--- config.mk ---
export PLATFORM = sky130hd
export DESIGN_NAME = audio_mute_ramp_controller
export DESIGN_NICKNAME = d
export VERILOG_FILES = /design/src/amrc_pkg.sv /design/src/amrc_front.sv /design/src/amrc_back.sv /design/src/audio_mute_ramp_controller.sv
export SDC_FILE = /design/constraint.sdc
export NUM_CORES = 1
export LEC_CHECK = 0
export BUFFER_PORTS_ARGS = -buffer_cell sky130_fd_sc_hd__buf_2
export CORE_MARGIN = 4
export CORE_UTILIZATION = 50
export DETAILED_ROUTE_END_ITERATION = 7
export PLACE_DENSITY = 0.67
export REMOVE_ABC_BUFFERS = 1
export SETUP_SLACK_MARGIN = 0.1
export SLEW_MARGIN = 25
export SYNTH_ARGS = -nofsm -noshare
export SYNTH_HDL_FRONTEND = slang
export SYNTH_SLANG_ARGS = --single-unit
--- constraint.sdc ---
create_clock -name clock -period 8.67 [get_ports clock]
set_input_delay 1.3005 -clock clock [delete_from_list [all_inputs] [get_ports clock]]
set_output_delay 1.3005 -clock clock [all_outputs]
set_load 0.005 [all_outputs]
--- src/amrc_pkg.sv ---
package amrc_pkg;

   // Audio lengths and ramp positions are counted in jiffies
   localparam int unsigned JIFFY_W = 28;

   // Front queue depth; pointer and count widths follow from it
   localparam int unsigned QUEUE_DEPTH = 2;
   localparam int unsigned QPTR_W      = (QUEUE_DEPTH > 1) ? $clog2(QUEUE_DEPTH) : 1;
   localparam int unsigned QCNT_W      = $clog2(QUEUE_DEPTH + 1);

   // Configuration register indexes
   localparam logic CSR_RAMP_LENGTH  = 1'b0;
   localparam logic CSR_BUFFER_DELAY = 1'b1;

   typedef logic [JIFFY_W-1:0] jiffy_type;

   // Request codes as carried on the func field
   typedef enum logic [2:0] {
      OP_MUTE    = 3'd0,
      OP_UNMUTE  = 3'd1,
      OP_AUDIO   = 3'd2,
      OP_SILENCE = 3'd3,
      OP_HALT    = 3'd4,
      OP_DRAIN   = 3'd5,
      OP_HALTED  = 3'd6,
      OP_DRAINED = 3'd7
   } op_type;

   // Mode codes as reported on mode_now
   localparam logic [2:0] MODE_RUNNING   = 3'd0;
   localparam logic [2:0] MODE_RAMP_DOWN = 3'd1;
   localparam logic [2:0] MODE_MUTING    = 3'd2;
   localparam logic [2:0] MODE_MUTED     = 3'd3;
   localparam logic [2:0] MODE_RAMP_UP   = 3'd4;

   // One queued word after classification
   typedef struct packed {
      op_type    op;
      logic      is_audio;
      logic      is_stop;
      jiffy_type len;
   } item_type;

   // Configuration seen by the back end
   typedef struct packed {
      jiffy_type ramp_length;
      jiffy_type buffer_delay;
   } cfg_type;

   // One result word
   typedef struct packed {
      jiffy_type  segment_jiffies;
      logic       ramping;
      logic       ramp_down;
      jiffy_type  ramp_left;
      logic       audio_muted;
      logic       caller_waits;
      logic       mute_done;
      logic       bad_request;
      logic       halt_ignored;
      logic [2:0] mode_now;
      logic       last;
   } result_type;

endpackage

--- src/amrc_front.sv ---
module amrc_front (
   input  logic                  clock,
   input  logic                  reset,
   input  logic                  req_valid,
   output logic                  req_stall,
   input  logic [2:0]            req_func,
   input  amrc_pkg::jiffy_type   req_chunk_jiffies,
   output logic                  q_valid,
   output amrc_pkg::item_type    q_item,
   input  logic                  q_pop
);

   amrc_pkg::item_type               slot_ff [amrc_pkg::QUEUE_DEPTH];
   logic [amrc_pkg::QPTR_W-1:0]      wr_ptr_ff, wr_ptr_in;
   logic [amrc_pkg::QPTR_W-1:0]      rd_ptr_ff, rd_ptr_in;
   logic [amrc_pkg::QCNT_W-1:0]      count_ff, count_in;
   logic                             push;
   logic                             pop;
   amrc_pkg::item_type               word;

   function automatic logic [amrc_pkg::QPTR_W-1:0] ptr_next(
      input logic [amrc_pkg::QPTR_W-1:0] p);
      if (p == amrc_pkg::QPTR_W'(amrc_pkg::QUEUE_DEPTH - 1)) begin
         return '0;
      end
      return p + 1'b1;
   endfunction

   // Classify the incoming word
   always_comb begin
      word.op       = amrc_pkg::op_type'(req_func);
      word.is_audio = (word.op == amrc_pkg::OP_AUDIO);
      word.is_stop  = (word.op == amrc_pkg::OP_HALTED) || (word.op == amrc_pkg::OP_DRAINED);
      word.len      = req_chunk_jiffies;
   end

   // Stall only when every slot holds a word
   assign req_stall = (count_ff == amrc_pkg::QCNT_W'(amrc_pkg::QUEUE_DEPTH));
   assign push      = req_valid && !req_stall;
   assign q_valid   = (count_ff != '0);
   assign q_item    = slot_ff[rd_ptr_ff];
   assign pop       = q_pop && q_valid;

   // Advance pointers and count
   always_comb begin
      wr_ptr_in = push ? ptr_next(wr_ptr_ff) : wr_ptr_ff;
      rd_ptr_in = pop ? ptr_next(rd_ptr_ff) : rd_ptr_ff;
      count_in  = count_ff;
      if (push && !pop) begin
         count_in = count_ff + 1'b1;
      end else if (pop && !push) begin
         count_in = count_ff - 1'b1;
      end
   end

   always_ff @(posedge clock) begin
      if (reset) begin
         wr_ptr_ff <= '0;
         rd_ptr_ff <= '0;
         count_ff  <= '0;
      end else begin
         wr_ptr_ff <= wr_ptr_in;
         rd_ptr_ff <= rd_ptr_in;
         count_ff  <= count_in;
      end
   end

   // Store the word in its slot
   always_ff @(posedge clock) begin
      if (push) begin
         slot_ff[wr_ptr_ff] <= word;
      end
   end

endmodule

--- src/amrc_back.sv ---
module amrc_back (
   input  logic                  clock,
   input  logic                  reset,
   input  amrc_pkg::cfg_type     cfg,
   input  logic                  q_valid,
   input  amrc_pkg::item_type    q_item,
   output logic                  q_pop,
   output logic                  rsp_valid,
   input  logic                  rsp_stall,
   output amrc_pkg::result_type  rsp_word
);

   typedef enum logic [2:0] {
      RUNNING   = amrc_pkg::MODE_RUNNING,
      RAMP_DOWN = amrc_pkg::MODE_RAMP_DOWN,
      MUTING    = amrc_pkg::MODE_MUTING,
      MUTED     = amrc_pkg::MODE_MUTED,
      RAMP_UP   = amrc_pkg::MODE_RAMP_UP
   } mode_type;

   mode_type              mode_ff, mode_in;
   amrc_pkg::jiffy_type   ramp_rem_ff, ramp_rem_in;
   amrc_pkg::jiffy_type   countdown_ff, countdown_in;
   logic                  halting_ff, halting_in;
   logic                  halted_ff, halted_in;
   logic                  halt_pend_ff, halt_pend_in;
   logic                  drain_pend_ff, drain_pend_in;
   logic                  split_ff, split_in;
   amrc_pkg::jiffy_type   rest_ff, rest_in;
   logic                  rsp_valid_ff, rsp_valid_in;
   amrc_pkg::result_type  rsp_ff, rsp_in;

   logic                  out_free;
   logic                  fire;
   logic                  do_plain;
   amrc_pkg::jiffy_type   plain_len;
   logic                  finish;
   amrc_pkg::jiffy_type   len;
   amrc_pkg::result_type  res;

   assign out_free  = !rsp_valid_ff || !rsp_stall;
   assign rsp_valid = rsp_valid_ff;
   assign rsp_word  = rsp_ff;
   assign len       = q_item.len;

   // Carry out one word per free output slot
   always_comb begin
      mode_in       = mode_ff;
      ramp_rem_in   = ramp_rem_ff;
      countdown_in  = countdown_ff;
      halting_in    = halting_ff;
      halted_in     = halted_ff;
      halt_pend_in  = halt_pend_ff;
      drain_pend_in = drain_pend_ff;
      split_in      = split_ff;
      rest_in       = rest_ff;
      res           = '0;
      res.last      = 1'b1;
      fire          = 1'b0;
      q_pop         = 1'b0;
      do_plain      = 1'b0;
      plain_len     = len;
      finish        = 1'b0;

      if (out_free && split_ff) begin
         // Second segment of a split chunk, in the mode the ramp left behind
         fire      = 1'b1;
         split_in  = 1'b0;
         do_plain  = 1'b1;
         plain_len = rest_ff;
      end else if (out_free && q_valid) begin
         fire  = 1'b1;
         q_pop = 1'b1;
         case (q_item.op)
            amrc_pkg::OP_MUTE: begin
               if (mode_ff == RUNNING) begin
                  if (halted_ff) begin
                     mode_in = MUTED;
                  end else if (halting_ff) begin
                     mode_in          = MUTING;
                     res.caller_waits = 1'b1;
                  end else begin
                     mode_in          = RAMP_DOWN;
                     ramp_rem_in      = cfg.ramp_length;
                     res.caller_waits = 1'b1;
                  end
               end else if (mode_ff == RAMP_UP) begin
                  if (ramp_rem_ff == cfg.ramp_length) begin
                     mode_in = MUTED;
                  end else begin
                     mode_in          = RAMP_DOWN;
                     ramp_rem_in      = cfg.ramp_length - ramp_rem_ff;
                     res.caller_waits = 1'b1;
                  end
               end else begin
                  res.bad_request = 1'b1;
               end
            end
            amrc_pkg::OP_UNMUTE: begin
               if (mode_ff == RAMP_DOWN) begin
                  res.mute_done = 1'b1;
                  if (ramp_rem_ff == cfg.ramp_length) begin
                     mode_in = RUNNING;
                  end else begin
                     mode_in     = RAMP_UP;
                     ramp_rem_in = cfg.ramp_length - ramp_rem_ff;
                  end
               end else if (mode_ff == MUTING) begin
                  res.mute_done = 1'b1;
                  halting_in    = 1'b0;
                  mode_in       = RAMP_UP;
                  ramp_rem_in   = cfg.ramp_length;
               end else if (mode_ff == MUTED) begin
                  if (halted_ff) begin
                     mode_in = RUNNING;
                  end else begin
                     mode_in     = RAMP_UP;
                     ramp_rem_in = cfg.ramp_length;
                  end
               end else begin
                  res.bad_request = 1'b1;
               end
            end
            amrc_pkg::OP_AUDIO: begin
               if (mode_ff != RAMP_DOWN && mode_ff != RAMP_UP) begin
                  do_plain = 1'b1;
               end else begin
                  halting_in = 1'b0;
                  halted_in  = 1'b0;
                  if (ramp_rem_ff == '0) begin
                     // Ramp already spent: pass the chunk and settle the mode
                     finish              = 1'b1;
                     res.segment_jiffies = len;
                  end else if (len > ramp_rem_ff) begin
                     // Split: ramped head now, plain remainder once the output slot is free
                     ramp_rem_in         = '0;
                     finish              = 1'b1;
                     res.segment_jiffies = ramp_rem_ff;
                     res.ramping         = 1'b1;
                     res.ramp_down       = (mode_ff == RAMP_DOWN);
                     res.ramp_left       = ramp_rem_ff;
                     res.last            = 1'b0;
                     split_in            = 1'b1;
                     rest_in             = len - ramp_rem_ff;
                  end else begin
                     ramp_rem_in         = ramp_rem_ff - len;
                     finish              = (len == ramp_rem_ff);
                     res.segment_jiffies = len;
                     res.ramping         = 1'b1;
                     res.ramp_down       = (mode_ff == RAMP_DOWN);
                     res.ramp_left       = ramp_rem_ff;
                  end
               end
            end
            amrc_pkg::OP_SILENCE: begin
               if (mode_ff == RAMP_DOWN) begin
                  mode_in     = MUTING;
                  ramp_rem_in = '0;
               end else if (mode_ff == RAMP_UP) begin
                  mode_in     = RUNNING;
                  ramp_rem_in = '0;
               end
            end
            amrc_pkg::OP_HALT, amrc_pkg::OP_DRAIN: begin
               if (q_item.op == amrc_pkg::OP_HALT && halt_pend_ff) begin
                  res.halt_ignored = 1'b1;
               end else begin
                  if (q_item.op == amrc_pkg::OP_HALT) begin
                     halt_pend_in = 1'b1;
                  end else begin
                     drain_pend_in = 1'b1;
                  end
                  halting_in = 1'b1;
                  if (mode_ff == RAMP_DOWN) begin
                     mode_in     = MUTING;
                     ramp_rem_in = '0;
                  end
               end
            end
            default: begin
               // Halted or drained notice: downstream has stopped
               if (halting_ff) begin
                  halted_in = 1'b1;
               end
               countdown_in  = '0;
               res.mute_done = 1'b1;
               if (mode_ff == MUTING) begin
                  mode_in = MUTED;
               end
               if (q_item.op == amrc_pkg::OP_HALTED) begin
                  halt_pend_in = 1'b0;
               end else begin
                  drain_pend_in = 1'b0;
               end
            end
         endcase
      end

      // End of a ramp: up returns to running, down starts the buffer countdown
      if (finish) begin
         if (mode_ff == RAMP_UP) begin
            mode_in = RUNNING;
         end else begin
            mode_in      = MUTING;
            countdown_in = cfg.buffer_delay;
         end
      end

      // Unramped audio segment
      if (do_plain) begin
         halting_in          = 1'b0;
         halted_in           = 1'b0;
         res.segment_jiffies = plain_len;
         res.last            = 1'b1;
         if (mode_ff == MUTING) begin
            res.audio_muted = 1'b1;
            if (countdown_ff == '0) begin
               mode_in       = MUTED;
               res.mute_done = 1'b1;
            end else begin
               countdown_in = countdown_ff -
                              ((plain_len < countdown_ff) ? plain_len : countdown_ff);
            end
         end else if (mode_ff == MUTED) begin
            res.audio_muted = 1'b1;
         end
      end

      res.mode_now = mode_in;

      // Load the output register, or drop the word once taken
      rsp_in       = rsp_ff;
      rsp_valid_in = rsp_valid_ff && rsp_stall;
      if (fire) begin
         rsp_in       = res;
         rsp_valid_in = 1'b1;
      end
   end

   always_ff @(posedge clock) begin
      if (reset) begin
         mode_ff       <= RUNNING;
         ramp_rem_ff   <= '0;
         countdown_ff  <= '0;
         halting_ff    <= 1'b0;
         halted_ff     <= 1'b1;
         halt_pend_ff  <= 1'b0;
         drain_pend_ff <= 1'b0;
         split_ff      <= 1'b0;
         rsp_valid_ff  <= 1'b0;
      end else begin
         mode_ff       <= mode_in;
         ramp_rem_ff   <= ramp_rem_in;
         countdown_ff  <= countdown_in;
         halting_ff    <= halting_in;
         halted_ff     <= halted_in;
         halt_pend_ff  <= halt_pend_in;
         drain_pend_ff <= drain_pend_in;
         split_ff      <= split_in;
         rsp_valid_ff  <= rsp_valid_in;
      end
      rest_ff <= rest_in;
      rsp_ff  <= rsp_in;
   end

endmodule

--- src/audio_mute_ramp_controller.sv ---
// An accepted word is registered in its queue slot, then in the result register.
// Throughput: one request word per cycle while no stall or split holds it; an audio
// chunk split at a ramp's end gives two result words via the single result register.
// The two-entry front queue takes new words while a result waits on rsp_stall.
// Reset: mode running, ramp and countdown zero, halted set, queue and results empty,
// ramp_length and buffer_delay zero.
module audio_mute_ramp_controller (
   input  logic                clock,
   input  logic                reset,
   input  logic                req_valid,
   output logic                req_stall,
   input  logic [2:0]          req_func,
   input  amrc_pkg::jiffy_type req_chunk_jiffies,
   output logic                rsp_valid,
   input  logic                rsp_stall,
   output amrc_pkg::jiffy_type rsp_segment_jiffies,
   output logic                rsp_ramping,
   output logic                rsp_ramp_down,
   output amrc_pkg::jiffy_type rsp_ramp_left,
   output logic                rsp_audio_muted,
   output logic                rsp_caller_waits,
   output logic                rsp_mute_done,
   output logic                rsp_bad_request,
   output logic                rsp_halt_ignored,
   output logic [2:0]          rsp_mode_now,
   output logic                rsp_last,
   input  logic                csr_valid,
   output logic                csr_ready,
   input  logic                csr_index,
   input  amrc_pkg::jiffy_type csr_data
);

   amrc_pkg::cfg_type     cfg_ff, cfg_in;
   logic                  q_valid;
   amrc_pkg::item_type    q_item;
   logic                  q_pop;
   amrc_pkg::result_type  rsp_word;

   // Take configuration writes at any time
   assign csr_ready = 1'b1;

   always_comb begin
      cfg_in = cfg_ff;
      if (csr_valid && csr_ready) begin
         case (csr_index)
            amrc_pkg::CSR_RAMP_LENGTH:  cfg_in.ramp_length  = csr_data;
            amrc_pkg::CSR_BUFFER_DELAY: cfg_in.buffer_delay = csr_data;
            default:                    cfg_in = cfg_ff;
         endcase
      end
   end

   always_ff @(posedge clock) begin
      if (reset) begin
         cfg_ff <= '0;
      end else begin
         cfg_ff <= cfg_in;
      end
   end

   amrc_front u_front (
      .clock             (clock),
      .reset             (reset),
      .req_valid         (req_valid),
      .req_stall         (req_stall),
      .req_func          (req_func),
      .req_chunk_jiffies (req_chunk_jiffies),
      .q_valid           (q_valid),
      .q_item            (q_item),
      .q_pop             (q_pop)
   );

   amrc_back u_back (
      .clock     (clock),
      .reset     (reset),
      .cfg       (cfg_ff),
      .q_valid   (q_valid),
      .q_item    (q_item),
      .q_pop     (q_pop),
      .rsp_valid (rsp_valid),
      .rsp_stall (rsp_stall),
      .rsp_word  (rsp_word)
   );

   // Unpack the result word onto its ports
   assign rsp_segment_jiffies = rsp_word.segment_jiffies;
   assign rsp_ramping         = rsp_word.ramping;
   assign rsp_ramp_down       = rsp_word.ramp_down;
   assign rsp_ramp_left       = rsp_word.ramp_left;
   assign rsp_audio_muted     = rsp_word.audio_muted;
   assign rsp_caller_waits    = rsp_word.caller_waits;
   assign rsp_mute_done       = rsp_word.mute_done;
   assign rsp_bad_request     = rsp_word.bad_request;
   assign rsp_halt_ignored    = rsp_word.halt_ignored;
   assign rsp_mode_now        = rsp_word.mode_now;
   assign rsp_last            = rsp_word.last;

endmodule

==> impl_metrics.toml <==
[outcome]
outcome = "completed"

[routing]
vias = 17400
wl_met2_um = 27900
wl_per_cell_um = 22.9
route.detailed.drc = 0
antenna_left = 0
wirelength_um = 65200
routed_via_density = 6.14
dr.max_layer_used = "met4"
route.layer.met1.wl_um = 30100
firstDrtPassIters = 6
drt_iter0_drc = 1988
wl_met3_um = 5480

[pwr]
p_leak_uw = 0.00861
cellPowerDensity_nw_per_um2 = 381
total_power_uw = 8190
peakVddDrop_mv = 0.207

[timing]
finalCriticalPeriod_ps = 6900
worst_slew_pin_slew_ps = 1030
final.setup_skew_ps = 20.3
slew_headroom_pct = 31.2
min_period_over_period_pct = 79.6
final-setup-viol-count = 0
rsz0062_at_grt = "no"
final.setup.tns_ps = 0
hold_viol = 0
max_clock_freq_ghz = 0.145
drv_slew = 0

[placed_design]
placed_area_um2 = 20300
dpl.hpwl_um = 50400
numPortBuffers = 133
gpl.final_weighted_congestion = 0.992

[cts]
clock_path_buffers = 3
cts-root-buf = "clkbuf_16"
clk_latency_ps = 550
cts_buffers = 34
htree_levels = 2
cts_hold_buf = 0
cts_resized = 0
cts_tree = "yes"
path_clk_slew_ps = 60
postCtsSetupBuffers = 0
cts_sinks = 282

[synth]
ys_seq_elements = 282
ys.flop_type = "edfxtp_1"
ys_seq_area_share_pct = 37.2
synth_edf_count = 157
syn-cell-area_um2 = 19400
synthArstFlopShare_pct = 0
yosysUniqueCellTypes = 93
yosysWarnings = 0
synthCells = 2248
avgSynthCellArea_um2 = 8.63

[min_path]
hp-class = "flip-flop to flip-flop"

[critical_path]
start_kind = "flip-flop"
path_class = "flip-flop to flip-flop"
critical_path_required_ps = 9140
cpMostUsedCell = "a21oi_1"
cp_cell_sequence = "buf_4 -> mux2i_1 -> a21oi_1 -> ha_1 -> nand4_1 -> nor3_1 -> a21oi_1 -> a311o_1 -> a31oi_4 -> o21ai_0 -> ha_1 -> fa_1 -> nand2b_1 -> a21oi_1 -> o221ai_1 -> o21ai_1 -> o2111ai_1 -> a211oi_1 -> nor3_1 -> or3_1 -> a31oi_1"
worst_path_max_delay_cell = "dfxtp_2"
critPathCaptureType = "flip-flop"
crit_path_max_fanout = 25
arrival_ps = 7370
max_stage_delay_ps = 850

[layout]
design_area_um2 = 21500
area_growth_pct = 10.6
fin_util_pct = 56.6
fill_cells = 3517
final_cell_mix = "nand2_1, a21oi_1, nor2_1, inv_1, edfxtp_1"
nNetsFinal = 2511
drive_gt1_share_pct = 11.6
diodes = 0
final_common_cell = "nand2_1"

[floorplan]
start_util_pct = 51.2
fp.dieArea_um2 = 42000
die_w_um = 205
num_io_pins = 135
die_h_um = 205
row_count = 71
core_um2 = 37900

[flow_run]
drv_cap = 0

[global_route]
grt-ovfl-total = 0
grt_use_total_pct = 30.4
grt_max_degree = 67
grt_pass1_wl_um = 99000
antenna_found_initial = 1
grt_pass1_vias = 16500
Yosys cell counts (20+ instances only):
cell type  count  area, um^2
a211oi_1      35         263
a21o_1        57         428
a21oi_1      217        1090
a221oi_1      20         175
a31oi_1       33         206
buf_2         40         200
clkbuf_1      66         248
dfxtp_1      125        2500
edfxtp_1     157        4710
ha_1         137        1710
inv_1        169         634
mux2i_1       55         551
nand2_1      246         923
nand2b_1      20         125
nand3_1       36         180
nand4_1       29         181
nor2_1       179         672
nor3_1        66         330
nor4_1        22         138
o21ai_0       95         475
o21ai_1       23         115
o22ai_1       49         307
xnor2_1       52         455
xor2_1        39         342
registers in the layout, indices dropped and copies added (netlist names), named ones only:
| register | cells |
|---|---|
| u_back.rsp_word | 67 |
| u_front.slot_ff | 62 |
| cfg_ff | 56 |
| u_back.countdown_ff | 28 |
| u_back.ramp_rem_ff | 28 |
| u_back.rest_ff | 28 |
| u_back.mode_ff | 3 |
| u_front.count_ff | 2 |
| u_back.halt_pend_ff | 1 |
| u_back.halted_ff | 1 |
| u_back.halting_ff | 1 |
| u_back.rsp_valid | 1 |
| u_back.split_ff | 1 |
| u_front.rd_ptr_ff | 1 |
| u_front.wr_ptr_ff | 1 |
per-stage QoR:
stage | hold WS, ps | std cells | worst slack [ps]
floorplan | 430 | 2117 | 395
global placement | 444 | 2778 | 1510
detailed placement | 448 | 2780 | 1310
CTS | 456 | 2842 | 1820
global route | 473 | 2842 | 1310
finish | 452 | 2842 | 1770
where the power goes:
| part | total, uW | switching, uW | leakage (uW) | internal [uW] |
|---|---|---|---|---|
| sequential | 1990 | 219 | 0.00251 | 1770 |
| combinational | 4760 | 3040 | 0.00555 | 1720 |
| clock | 1440 | 597 | 0.000548 | 842 |
layout make-up:
cell class | instances | area, um^2 | area share [%]
Multi-Input combinational cell | 1664 | 11000 | 51.2
Clock buffer | 50 | 1000 | 4.68
Tap cell | 511 | 639 | 2.98
Inverter | 171 | 642 | 2.99
Timing Repair Buffer | 152 | 851 | 3.96
Clock inverter | 12 | 118 | 0.548
Sequential cell | 282 | 7220 | 33.6
final timing paths:
| kind | startpoint | to | slack [ps] | cells past startpoint |
|---|---|---|---|---|
| max | flip-flop | u_back.countdown_ff[24] | 1770 | 21 |
| min | cfg_ff[25] | cfg_ff[25] | 450 | 2 |
| max reg2reg | flip-flop | u_back.countdown_ff[24] | 1770 | 21 |
| min reg2reg | cfg_ff[25] | cfg_ff[25] | 450 | 2 |
critical path: cells and delay by family (launching register included):
| family | cells | cell delay (ps) |
|---|---|---|
| buffers and inverters | 1 | 440 |
| AOI/OAI and AO/OA | 11 | 2850 |
| adders and majority gates | 3 | 1020 |
| and+or+nand+nor | 5 | 1000 |
| DFF | 1 | 850 |
| muxes | 1 | 630 |
kinds of logic after synthesis:
group                    Yosys count  share of synthesized area, %
adder cells (fa/ha/maj)          141                          9.25
XOR/XNOR                          91                          4.11
flip-flops                       282                          37.2
AO/OA/AOI/OAI                    680                          22.9
AND/OR/NAND/NOR                  686                          16.5
other                              1                        0.0193
multiplexers                      65                          3.55
buffers and inverters            302                          6.49
per-layer routing:
metal  track usage, %  up-vias
met5                0        -
met3             4.84       93
met4             7.97        0
met1             46.3     8328
li1                 -     8295
met2             44.9      732
Power figures use the tool's default switching activity.
